### config.mk
export PLATFORM = sky130hd
export DESIGN_NAME = nearest_neighbor_rect_scaler_flat
export DESIGN_NICKNAME = d
export VERILOG_FILES = /design/src/sv/nnrs_pkg.sv /design/src/sv/nnrs_if.sv /design/src/sv/nnrs_front.sv /design/src/sv/nnrs_queue.sv /design/src/sv/nnrs_back.sv /design/src/sv/nearest_neighbor_rect_scaler.sv /design/src/flat_wrapper.sv
export SDC_FILE = /design/constraint.sdc
export NUM_CORES = 2
export LEC_CHECK = 0
export ABC_AREA = 1
export BUFFER_PORTS_ARGS = -buffer_cell sky130_fd_sc_hd__buf_2
export CORE_MARGIN = 3
export CORE_UTILIZATION = 35
export DETAILED_ROUTE_END_ITERATION = 10
export GPL_TIMING_DRIVEN = 0
export PLACE_DENSITY = 0.53
export REMOVE_ABC_BUFFERS = 1
export SYNTH_ARGS = -nofsm -noshare
export SYNTH_HDL_FRONTEND = slang
export SYNTH_SLANG_ARGS = --single-unit
### constraint.sdc
create_clock -name clk -period 20.9 [get_ports clk]
set_input_delay 0 -clock clk [delete_from_list [all_inputs] [get_ports clk]]
set_output_delay 0 -clock clk [all_outputs]
set_load 0.005 [all_outputs]
### src/sv/nnrs_pkg.sv
package nnrs_pkg;

	localparam int MAX_DIM   = 4096;
	localparam int FRAC_BITS = 16;

	localparam int DIM_W = $clog2(MAX_DIM + 1);
	localparam int IDX_W = 24;
	localparam int SF_W  = 29;
	localparam int SR_W  = 17;
	localparam int OFF_W = 12;
	localparam int CRD_W = 12;

	localparam logic [IDX_W-1:0] IDX_MAX = {IDX_W{1'b1}};

	localparam logic FUNC_LOAD = 1'b0;
	localparam logic FUNC_STEP = 1'b1;

	localparam logic [2:0] REG_SCALE_FACTOR  = 3'd0;
	localparam logic [2:0] REG_SCALE_RATIO   = 3'd1;
	localparam logic [2:0] REG_X_OFFSET      = 3'd2;
	localparam logic [2:0] REG_Y_OFFSET      = 3'd3;
	localparam logic [2:0] REG_CLIENT_WIDTH  = 3'd4;
	localparam logic [2:0] REG_DISPLAY_WIDTH = 3'd5;

	localparam logic [SF_W-1:0]  SCALE_FACTOR_RST = SF_W'(65536);
	localparam logic [SR_W-1:0]  SCALE_RATIO_RST  = SR_W'(65537);
	localparam logic [DIM_W-1:0] WIDTH_RST        = DIM_W'(640);

	// One display pixel handed from the walker to the address unit.
	typedef struct packed {
		logic [DIM_W-1:0] wx;
		logic [DIM_W-1:0] wy;
		logic             last;
	} coord_t;

	typedef struct packed {
		logic [SR_W-1:0]  scale_ratio;
		logic [OFF_W-1:0] x_offset;
		logic [OFF_W-1:0] y_offset;
		logic [DIM_W-1:0] client_width;
		logic [DIM_W-1:0] display_width;
	} cfg_t;

endpackage

### src/sv/nnrs_if.sv
interface nnrs_in_if;
	import nnrs_pkg::*;

	logic             valid;
	logic             ready;
	logic             func;
	logic [CRD_W-1:0] rect_x;
	logic [CRD_W-1:0] rect_y;
	logic [DIM_W-1:0] rect_w;
	logic [DIM_W-1:0] rect_h;

	modport source (output valid, func, rect_x, rect_y, rect_w, rect_h, input ready);
	modport sink (input valid, func, rect_x, rect_y, rect_w, rect_h, output ready);
	modport mon (input valid, ready, func, rect_x, rect_y, rect_w, rect_h);
endinterface

interface nnrs_out_if;
	import nnrs_pkg::*;

	logic             valid;
	logic             ready;
	logic [IDX_W-1:0] dst_index;
	logic [IDX_W-1:0] src_index;
	logic             last;

	modport source (output valid, dst_index, src_index, last, input ready);
	modport sink (input valid, dst_index, src_index, last, output ready);
	modport mon (input valid, ready, dst_index, src_index, last);
endinterface

### src/sv/nnrs_front.sv
module nnrs_front (
	input  logic                       clk,
	input  logic                       arst_n,
	nnrs_in_if.sink                    cmd,
	input  logic [nnrs_pkg::SF_W-1:0]  scale_factor,
	input  logic                       q_full,
	output logic                       q_push,
	output nnrs_pkg::coord_t           q_data
);
	import nnrs_pkg::*;

	localparam int PW = DIM_W + SF_W;

	localparam logic [2:0] LD_IDLE = 3'd0;
	localparam logic [2:0] LD_X    = 3'd1;
	localparam logic [2:0] LD_Y    = 3'd2;
	localparam logic [2:0] LD_W    = 3'd3;
	localparam logic [2:0] LD_H    = 3'd4;
	localparam logic [2:0] LD_FIN  = 3'd5;

	logic [2:0]       ld_state_q;
	logic [CRD_W-1:0] rx_q, ry_q;
	logic [DIM_W-1:0] rw_q, rh_q;
	logic [PW-1:0]    prod_q;
	logic [DIM_W-1:0] py_q;
	logic [DIM_W-1:0] start_col_q, end_col_q, end_row_q;
	logic [DIM_W-1:0] walk_x_q, walk_y_q;
	logic             busy_q;

	logic             accept;
	logic [DIM_W-1:0] ld_op;
	logic [DIM_W-1:0] dim_prod;
	logic [DIM_W-1:0] end_row_new;
	logic [DIM_W:0]   x_next, y_next;
	logic             row_done;

	function automatic logic [DIM_W-1:0] to_dim(input logic [PW-1:0] p);
		logic [PW-1:0] s;
		s = p >> FRAC_BITS;
		if (s > PW'(MAX_DIM)) begin
			return DIM_W'(MAX_DIM);
		end
		return DIM_W'(s);
	endfunction

	function automatic logic [DIM_W-1:0] sat_sum(input logic [DIM_W-1:0] a,
		input logic [DIM_W-1:0] b);
		logic [DIM_W:0] s;
		s = (DIM_W+1)'(a) + (DIM_W+1)'(b);
		if (s > (DIM_W+1)'(MAX_DIM)) begin
			return DIM_W'(MAX_DIM);
		end
		return DIM_W'(s);
	endfunction

	assign cmd.ready = (ld_state_q == LD_IDLE) && !q_full;
	assign accept    = cmd.valid && cmd.ready;

	always_comb begin
		case (ld_state_q)
			LD_X:    ld_op = DIM_W'(rx_q);
			LD_Y:    ld_op = DIM_W'(ry_q);
			LD_W:    ld_op = rw_q;
			LD_H:    ld_op = rh_q;
			default: ld_op = '0;
		endcase
	end

	assign dim_prod    = to_dim(prod_q);
	assign end_row_new = sat_sum(py_q, dim_prod);

	assign x_next   = (DIM_W+1)'(walk_x_q) + (DIM_W+1)'(1);
	assign y_next   = (DIM_W+1)'(walk_y_q) + (DIM_W+1)'(1);
	assign row_done = x_next >= (DIM_W+1)'(end_col_q);

	// A step taken while no rectangle is open is consumed and dropped.
	assign q_push    = accept && (cmd.func == FUNC_STEP) && busy_q;
	assign q_data.wx = walk_x_q;
	assign q_data.wy = walk_y_q;
	assign q_data.last = row_done && (y_next >= (DIM_W+1)'(end_row_q));

	always_ff @(posedge clk) begin
		if (accept && (cmd.func == FUNC_LOAD)) begin
			rx_q <= cmd.rect_x;
			ry_q <= cmd.rect_y;
			rw_q <= cmd.rect_w;
			rh_q <= cmd.rect_h;
		end
		prod_q <= PW'(ld_op) * PW'(scale_factor);
		if (ld_state_q == LD_W) begin
			py_q <= dim_prod;
		end
	end

	always_ff @(posedge clk or negedge arst_n) begin
		if (!arst_n) begin
			ld_state_q  <= LD_IDLE;
			start_col_q <= '0;
			end_col_q   <= '0;
			end_row_q   <= '0;
			walk_x_q    <= '0;
			walk_y_q    <= '0;
			busy_q      <= 1'b0;
		end else begin
			case (ld_state_q)
				LD_IDLE: begin
					if (accept && (cmd.func == FUNC_LOAD)) begin
						ld_state_q <= LD_X;
					end else if (q_push) begin
						if (row_done) begin
							walk_x_q <= start_col_q;
							walk_y_q <= DIM_W'(y_next);
							if (y_next >= (DIM_W+1)'(end_row_q)) begin
								busy_q <= 1'b0;
							end
						end else begin
							walk_x_q <= DIM_W'(x_next);
						end
					end
				end
				LD_X: ld_state_q <= LD_Y;
				LD_Y: begin
					start_col_q <= dim_prod;
					ld_state_q  <= LD_W;
				end
				LD_W: ld_state_q <= LD_H;
				LD_H: begin
					end_col_q  <= sat_sum(start_col_q, dim_prod);
					ld_state_q <= LD_FIN;
				end
				LD_FIN: begin
					end_row_q  <= end_row_new;
					walk_x_q   <= start_col_q;
					walk_y_q   <= py_q;
					busy_q     <= (start_col_q < end_col_q) && (py_q < end_row_new);
					ld_state_q <= LD_IDLE;
				end
				default: ld_state_q <= LD_IDLE;
			endcase
		end
	end

endmodule

### src/sv/nnrs_queue.sv
module nnrs_queue #(
	parameter int DEPTH = 4
) (
	input  logic             clk,
	input  logic             arst_n,
	input  logic             push,
	input  nnrs_pkg::coord_t push_data,
	output logic             full,
	input  logic             pop,
	output logic             valid,
	output nnrs_pkg::coord_t pop_data
);
	import nnrs_pkg::*;

	localparam int PTR_W = $clog2(DEPTH);
	localparam int CNT_W = $clog2(DEPTH + 1);

	coord_t           mem_q [DEPTH];
	logic [PTR_W-1:0] wr_ptr_q, rd_ptr_q;
	logic [CNT_W-1:0] count_q;

	function automatic logic [PTR_W-1:0] ptr_inc(input logic [PTR_W-1:0] p);
		if (p == PTR_W'(DEPTH - 1)) begin
			return '0;
		end
		return p + PTR_W'(1);
	endfunction

	assign full     = count_q == CNT_W'(DEPTH);
	assign valid    = count_q != '0;
	assign pop_data = mem_q[rd_ptr_q];

	always_ff @(posedge clk) begin
		if (push) begin
			mem_q[wr_ptr_q] <= push_data;
		end
	end

	always_ff @(posedge clk or negedge arst_n) begin
		if (!arst_n) begin
			wr_ptr_q <= '0;
			rd_ptr_q <= '0;
			count_q  <= '0;
		end else begin
			if (push) begin
				wr_ptr_q <= ptr_inc(wr_ptr_q);
			end
			if (pop) begin
				rd_ptr_q <= ptr_inc(rd_ptr_q);
			end
			if (push && !pop) begin
				count_q <= count_q + CNT_W'(1);
			end else if (pop && !push) begin
				count_q <= count_q - CNT_W'(1);
			end
		end
	end

endmodule

### src/sv/nnrs_back.sv
module nnrs_back (
	input  logic             clk,
	input  logic             arst_n,
	input  logic             q_valid,
	input  nnrs_pkg::coord_t q_data,
	output logic             q_pop,
	input  nnrs_pkg::cfg_t   cfg,
	nnrs_out_if.source       pix
);
	import nnrs_pkg::*;

	localparam int AW = DIM_W + 1;
	localparam int MW = AW + SR_W;

	localparam logic [1:0] PH_START = 2'd0;
	localparam logic [1:0] PH_SX    = 2'd1;
	localparam logic [1:0] PH_SRC   = 2'd2;
	localparam logic [1:0] PH_DST   = 2'd3;

	logic [1:0]       phase_q;
	logic             pend_q;
	logic             out_valid_q;
	coord_t           cur_q;
	logic [MW-1:0]    prod_q;
	logic [AW-1:0]    sy_q, sx_q;
	logic [IDX_W-1:0] src_q;
	logic [IDX_W-1:0] dst_out_q, src_out_q;
	logic             last_out_q;

	logic             out_free;
	logic             retire;
	logic             start;
	logic [AW-1:0]    mul_a;
	logic [SR_W-1:0]  mul_b;

	function automatic logic [IDX_W-1:0] sat_idx(input logic [MW:0] v);
		if (v > (MW+1)'(IDX_MAX)) begin
			return IDX_MAX;
		end
		return IDX_W'(v);
	endfunction

	assign out_free = !out_valid_q || pix.ready;
	// prod_q holds the finished row product until the output register can take it.
	assign retire   = pend_q && out_free;
	assign start    = (phase_q == PH_START) && q_valid && (!pend_q || out_free);
	assign q_pop    = start;

	always_comb begin
		case (phase_q)
			PH_START: begin
				mul_a = AW'(q_data.wy);
				mul_b = cfg.scale_ratio;
			end
			PH_SX: begin
				mul_a = AW'(cur_q.wx);
				mul_b = cfg.scale_ratio;
			end
			PH_SRC: begin
				mul_a = sy_q;
				mul_b = SR_W'(cfg.client_width);
			end
			PH_DST: begin
				mul_a = AW'(cfg.y_offset) + AW'(cur_q.wy);
				mul_b = SR_W'(cfg.display_width);
			end
			default: begin
				mul_a = '0;
				mul_b = '0;
			end
		endcase
	end

	always_ff @(posedge clk) begin
		if (start || (phase_q != PH_START)) begin
			prod_q <= MW'(mul_a) * MW'(mul_b);
		end
		if (start) begin
			cur_q <= q_data;
		end
		if (phase_q == PH_SX) begin
			sy_q <= AW'(prod_q >> FRAC_BITS);
		end
		if (phase_q == PH_SRC) begin
			sx_q <= AW'(prod_q >> FRAC_BITS);
		end
		if (phase_q == PH_DST) begin
			src_q <= sat_idx((MW+1)'(prod_q) + (MW+1)'(sx_q));
		end
		if (retire) begin
			dst_out_q  <= sat_idx((MW+1)'(prod_q) + (MW+1)'(cur_q.wx)
				+ (MW+1)'(cfg.x_offset));
			src_out_q  <= src_q;
			last_out_q <= cur_q.last;
		end
	end

	always_ff @(posedge clk or negedge arst_n) begin
		if (!arst_n) begin
			phase_q     <= PH_START;
			pend_q      <= 1'b0;
			out_valid_q <= 1'b0;
		end else begin
			case (phase_q)
				PH_START: begin
					if (start) begin
						phase_q <= PH_SX;
					end
				end
				PH_SX:  phase_q <= PH_SRC;
				PH_SRC: phase_q <= PH_DST;
				PH_DST: phase_q <= PH_START;
				default: phase_q <= PH_START;
			endcase
			if (phase_q == PH_DST) begin
				pend_q <= 1'b1;
			end else if (retire) begin
				pend_q <= 1'b0;
			end
			if (retire) begin
				out_valid_q <= 1'b1;
			end else if (pix.ready) begin
				out_valid_q <= 1'b0;
			end
		end
	end

	assign pix.valid     = out_valid_q;
	assign pix.dst_index = dst_out_q;
	assign pix.src_index = src_out_q;
	assign pix.last      = last_out_q;

endmodule

### src/sv/nearest_neighbor_rect_scaler.sv
// Address generator for a letterboxed nearest-neighbour upscale. A load on cmd (func 0)
// scales the client rectangle into display space with scale_factor; the four products
// share one multiplier, so a load holds cmd off until it is done. Each step on cmd
// (func 1) while a rectangle is open yields one transfer on pix carrying the display
// index, the nearest client index and a last flag; steps while idle are dropped.
// Steps are taken into a QUEUE_DEPTH entry queue while not full, and the address unit
// behind it takes each pixel through its phases on one shared multiplier, starting no
// new pixel until the last is finished. Indices saturate at 2^24-1. Registers sit on
// APB byte addresses 4*i and must be written only while idle; the block does not check.
module nearest_neighbor_rect_scaler #(
	parameter int QUEUE_DEPTH = 4
) (
	input  logic        clk,
	input  logic        arst_n,
	nnrs_in_if.sink     cmd,
	nnrs_out_if.source  pix,
	input  logic        psel,
	input  logic        penable,
	input  logic        pwrite,
	input  logic [4:0]  paddr,
	input  logic [31:0] pwdata,
	output logic [31:0] prdata,
	output logic        pready
);
	import nnrs_pkg::*;

	logic [SF_W-1:0] scale_factor_q;
	cfg_t            cfg_q;
	logic            wr_en;
	logic [2:0]      reg_idx;

	logic   q_push, q_full, q_pop, q_valid;
	coord_t q_in, q_out;

	assign pready  = 1'b1;
	assign wr_en   = psel && penable && pwrite;
	assign reg_idx = paddr[4:2];

	always_ff @(posedge clk or negedge arst_n) begin
		if (!arst_n) begin
			scale_factor_q      <= SCALE_FACTOR_RST;
			cfg_q.scale_ratio   <= SCALE_RATIO_RST;
			cfg_q.x_offset      <= '0;
			cfg_q.y_offset      <= '0;
			cfg_q.client_width  <= WIDTH_RST;
			cfg_q.display_width <= WIDTH_RST;
		end else if (wr_en) begin
			case (reg_idx)
				REG_SCALE_FACTOR:  scale_factor_q      <= pwdata[SF_W-1:0];
				REG_SCALE_RATIO:   cfg_q.scale_ratio   <= pwdata[SR_W-1:0];
				REG_X_OFFSET:      cfg_q.x_offset      <= pwdata[OFF_W-1:0];
				REG_Y_OFFSET:      cfg_q.y_offset      <= pwdata[OFF_W-1:0];
				REG_CLIENT_WIDTH:  cfg_q.client_width  <= pwdata[DIM_W-1:0];
				REG_DISPLAY_WIDTH: cfg_q.display_width <= pwdata[DIM_W-1:0];
				default: ;
			endcase
		end
	end

	always_comb begin
		case (reg_idx)
			REG_SCALE_FACTOR:  prdata = 32'(scale_factor_q);
			REG_SCALE_RATIO:   prdata = 32'(cfg_q.scale_ratio);
			REG_X_OFFSET:      prdata = 32'(cfg_q.x_offset);
			REG_Y_OFFSET:      prdata = 32'(cfg_q.y_offset);
			REG_CLIENT_WIDTH:  prdata = 32'(cfg_q.client_width);
			REG_DISPLAY_WIDTH: prdata = 32'(cfg_q.display_width);
			default:           prdata = '0;
		endcase
	end

	nnrs_front u_front (
		.clk          (clk),
		.arst_n       (arst_n),
		.cmd          (cmd),
		.scale_factor (scale_factor_q),
		.q_full       (q_full),
		.q_push       (q_push),
		.q_data       (q_in)
	);

	nnrs_queue #(
		.DEPTH (QUEUE_DEPTH)
	) u_queue (
		.clk       (clk),
		.arst_n    (arst_n),
		.push      (q_push),
		.push_data (q_in),
		.full      (q_full),
		.pop       (q_pop),
		.valid     (q_valid),
		.pop_data  (q_out)
	);

	nnrs_back u_back (
		.clk     (clk),
		.arst_n  (arst_n),
		.q_valid (q_valid),
		.q_data  (q_out),
		.q_pop   (q_pop),
		.cfg     (cfg_q),
		.pix     (pix)
	);

endmodule

### src/flat_wrapper.sv
// flat-port wrapper written by rule: the top's interface ports become plain ports
module nearest_neighbor_rect_scaler_flat import nnrs_pkg::*;
#(
	parameter int QUEUE_DEPTH = 4
)
  (clk, arst_n, psel, penable, pwrite, paddr, pwdata, prdata, pready, cmd_valid, cmd_func, cmd_rect_x, cmd_rect_y, cmd_rect_w, cmd_rect_h, cmd_ready, pix_valid, pix_dst_index, pix_src_index, pix_last, pix_ready);
  nnrs_in_if cmd_i ();
  nnrs_out_if pix_i ();
  input  logic clk;
  input  logic arst_n;
  input  logic psel;
  input  logic penable;
  input  logic pwrite;
  input  logic [4:0] paddr;
  input  logic [31:0] pwdata;
  output logic [31:0] prdata;
  output logic pready;
  input wire logic [$bits(cmd_i.valid)-1:0] cmd_valid;
  input wire logic [$bits(cmd_i.func)-1:0] cmd_func;
  input wire logic [$bits(cmd_i.rect_x)-1:0] cmd_rect_x;
  input wire logic [$bits(cmd_i.rect_y)-1:0] cmd_rect_y;
  input wire logic [$bits(cmd_i.rect_w)-1:0] cmd_rect_w;
  input wire logic [$bits(cmd_i.rect_h)-1:0] cmd_rect_h;
  output wire logic [$bits(cmd_i.ready)-1:0] cmd_ready;
  output wire logic [$bits(pix_i.valid)-1:0] pix_valid;
  output wire logic [$bits(pix_i.dst_index)-1:0] pix_dst_index;
  output wire logic [$bits(pix_i.src_index)-1:0] pix_src_index;
  output wire logic [$bits(pix_i.last)-1:0] pix_last;
  input wire logic [$bits(pix_i.ready)-1:0] pix_ready;
  assign cmd_i.valid = cmd_valid;
  assign cmd_i.func = cmd_func;
  assign cmd_i.rect_x = cmd_rect_x;
  assign cmd_i.rect_y = cmd_rect_y;
  assign cmd_i.rect_w = cmd_rect_w;
  assign cmd_i.rect_h = cmd_rect_h;
  assign cmd_ready = cmd_i.ready;
  assign pix_valid = pix_i.valid;
  assign pix_dst_index = pix_i.dst_index;
  assign pix_src_index = pix_i.src_index;
  assign pix_last = pix_i.last;
  assign pix_i.ready = pix_ready;
  nearest_neighbor_rect_scaler #(.QUEUE_DEPTH(QUEUE_DEPTH)) u_core (.clk(clk), .arst_n(arst_n), .cmd(cmd_i), .pix(pix_i), .psel(psel), .penable(penable), .pwrite(pwrite), .paddr(paddr), .pwdata(pwdata), .prdata(prdata), .pready(pready));
endmodule
==> results.yml <==
synthesis:
  synth_edf_count: 330
  yosys_register_bits: 532
  yosysSeqAreaShare_pct: 32.7
  synthTopCellsByArea: "edfxtp_1, fa_1, dfrtp_1"
  yosys.area.top_type_share_pct: 21.9
  synth_largest_area_cell: "edfxtp_1"
  syn_area_mm2: 0.0453
  synth_top_flop_cell: "edfxtp_1"
  synthCells: 5109
  syn-mean-instance-area_um2: 8.87
  postSynth.asyncResetShare_pct: 33.1
  ys_types: 67
  yosys_warnings: 0
worst_setup_path:
  critical_register_to_register_path_startpoint: "u_core.u_queue.rd_ptr_q[1]$_DFFE_PN0P_"
  cell_family_with_the_largest_share_of_critical_path_delay: "adder cells"
  timing.critical_path.to_type: "flop"
  worstPathMaxFanout: 29
  worst_setup_path_startpoint: "u_core.u_queue.rd_ptr_q[1]$_DFFE_PN0P_"
  r2r-end: "u_core.u_back.prod_q[28]$_DFFE_PP_"
  critical_path.n_buffers_inverters: 5
  critical_path_cell_count: 25
  critical-path-slowest-cell: "clkinv_1"
  setup.worst_path.class: "flop to flop"
  start_kind: "flop"
  rr_worst_depth: 25
  r2r_slack_ps: 11850
  critical-path-max-stage-delay_ps: 1110
  worstPathRequired_ps: 21310
  path_common_cell: "fa_1"
  cp.arrival_ps: 9460
  worstSetupEndpoint: "u_core.u_back.prod_q[28]$_DFFE_PP_"
final_layout:
  multi_input_area_mm2: 0.0267
  final.fill_count: 12900
  final_cell_mix: "nand2_1, inv_1, fa_1"
  postLayoutCoreUtil_pct: 40.5
  share_of_post_route_cells_with_drive_strength_above_1_pct: 7.04
  area.growth.synth_to_final_pct: 14.4
  layout.cells.most_common: "nand2_1"
  num-nets-final: 6248
  layout.area.seq_mm2: 0.0148
clocking:
  cts-root-buf: "clkbuf_16"
  h-tree-depth: 2
  worstSkewPairLatency_ps: 690
  cts_tree: "built"
  cts.repair_timing.setup_buffer_count: 0
  cts-buffers-inserted: 61
  path_clk_slew_ps: 70
  clkSinkCount: 532
  clock_buffer_depth: 3
timing:
  setup_viol: 0
  final.period_utilization_pct: 43.3
  post_route_worst_setup_slack_ps: 11850
  maxClockFrequency_mhz: 111
  slew-limit-headroom_pct: 12.0
  tightestPinTransition_ps: 1320
  timing_max_transition_violations_final: 0
  hold_viol_final: 0
  totalNegativeSetupSlack_ps: 0
  finClkSkew_ps: 49.2
  finalWorstPathRequiredPeriod_ps: 9050
  grt_setup_unrepaired: "no"
placed_design:
  numPortBuffers: 169
  preCtsSetupSlack_ps: 11790
  hpwl_um: 102000
  globalplace.congestion: 0.918
route:
  vias: 35200
  wl_um: 133000
  drc_violations_left: 0
  detail_route.iter0.violations: 2509
  via_per_inst: 4.93
  route.antenna.remaining_nets: 0
  wire_per_inst_um: 18.7
  first_pass_iters: 7
worst_hold_path:
  hold_class: "input pin to flop"
global_routing:
  grt_start_max_net_pins: 110
  grt_pass1_wl_um: 210000
  initial_antenna_violation_count: 7
  first_global_vias: 36300
  groute.usage.overall_pct: 20.0
  grt.overflow.total: 0
floorplanning:
  dieHeight_um: 366
  die_area_mm2: 0.134
  floorplan.core_area_mm2: 0.128
  std_cell_rows: 131
  start_util_pct: 35.4
  die_x_um: 366
  io_pins: 179
run_status:
  run_status: "complete, no violations"
flow_run:
  drv.max_cap_violation_count: 0
[metal layers]
| metal | up-vias | track usage [%] | wire length [µm] |
|---|---|---|---|
| met5 | - | 0 | 0 |
| met3 | 193 | 2.77 | 6430 |
| met1 | 17300 | 26.3 | 58200 |
| met2 | 882 | 33.8 | 64100 |
| li1 | 16800 | - | - |
| met4 | 0 | 6.37 | 4790 |
[cells in the mapped netlist, drive strengths merged, types with 3 or more instances]
library cell and number:
nor4 17, o211ai 12, a31oi 16, clkbuf 109, dfxtp 26, nor3 48
nor2 507, a211oi 4, fa 491, o21bai 9, inv 838, dfrtp 169
a221oi 4, a22oi 12, o21a 12, dfstp 7, a21o 11, ha 306
buf 56, nand2 1120, o21ai 288, o221ai 6, clkinv 17, and2 3
o22ai 43, a21boi 11, xnor2 38, nand3b 10, nand4 48, and3 3
o2111ai 3, a21oi 205, nand3 217, xor2 91, or2 5, edfxtp 330
[per-stage QoR]
stage / instance area [µm²] / std cells / hold WS, ps
CTS: 51800 / 7137 / 58.2
global route: 51800 / 7139 / 137
floorplan: 44600 / 4950 / -296
detailed placement: 48100 / 6866 / 8.62
global placement: 47700 / 6848 / 177
finish: 51800 / 7141 / 126
[worst min path at each step]
stage             startpoint                                    end  slack (ps)  depth (start not counted)
2_1_floorplan         arst_n            u_core.cfg_q[0]$_DFFE_PN0P_        -300                          0
3_3_place_gp   cmd_rect_y[8]       u_core.u_front.ry_q[8]$_DFFE_PP_         180                          1
3_5_place_dp          arst_n  u_core.scale_factor_q[22]$_DFFE_PN0P_           9                          1
4_1_cts           pwdata[15]  u_core.scale_factor_q[15]$_DFFE_PN0P_          60                          4
5_1_grt           pwdata[15]  u_core.scale_factor_q[15]$_DFFE_PN0P_         140                          4
6_report          pwdata[15]  u_core.scale_factor_q[15]$_DFFE_PN0P_         130                          4
[worst reg2reg max path, cell delays in order (launching register included)]
cell and delay [ps]:
dfrtp_1 1080, clkinv_1 1120, nor2_1 290, o21ai_0 150, nand3_1 690, nand2_1 450
nor2_1 270, fa_1 460, fa_1 570, inv_1 60, fa_1 510, inv_1 60
fa_1 470, inv_1 50, fa_1 520, inv_1 50, ha_1 300, ha_1 380
nand2_1 150, nor4_1 360, nand2_1 80, o211ai_1 310, nand3_1 110, nand2_1 110
a21oi_1 80, xnor2_1 130
[timing repair]
item,4_1_cts,5_1_grt
resized for setup,0,0
hold buffers,155,0
hold endpoints to repair,387,0
[area by class of cell]
| class | instances | share of cell area (%) |
|---|---|---|
| clock inverters | 41 | 0.806 |
| diodes | 3 | 0.0145 |
| inverters | 855 | 6.19 |
| flip-flops and latches | 532 | 28.6 |
| repair buffers | 343 | 5.36 |
| multi-input cells | 3563 | 51.6 |
| well taps | 1729 | 4.17 |
| clock buffers | 75 | 3.27 |
[logic make-up (layout without fill, tap and decap cells)]
logic type | count (synthesis) | count (layout) | share of synthesized area (%)
AND/OR/NAND/NOR | 1981 | 1981 | 17.9
buffers and inverters | 1020 | 1314 | 8.65
adder cells (fa/ha/maj) | 797 | 797 | 30.1
AO/OA/AOI/OAI | 646 | 646 | 7.98
flip-flops | 532 | 532 | 32.7
XOR/XNOR | 129 | 129 | 2.49
other | 2 | 11 | 0.0166
multiplexers | 2 | 2 | 0.0497
[state kept, by name, summed over array words and instances (netlist names), 3 cells and up]
name,flops
u_core.u_front.ld_state_q,3
u_core.cfg_q,67
u_core.u_back.sx_q,14
u_core.u_front.rw_q,13
u_core.u_front.ry_q,12
u_core.u_back.sy_q,14
u_core.u_back.cur_q,27
u_core.u_front.walk_x_q,13
u_core.u_back.src_q,24
u_core.u_back.prod_q,31
u_core.u_front.rh_q,13
u_core.u_front.start_col_q,13
u_core.u_queue.mem_q,108
u_core.u_front.end_row_q,13
u_core.scale_factor_q,29
u_core.u_front.py_q,13
u_core.u_back.pix.src_index,24
u_core.u_front.rx_q,12
u_core.u_front.walk_y_q,13
u_core.u_queue.count_q,3
u_core.u_front.prod_q,26
u_core.u_front.end_col_q,13
u_core.u_back.pix.dst_index,24
Power is not shown: default switching activity piles up to over one toggle a cycle in this logic, so the estimate is an artifact.
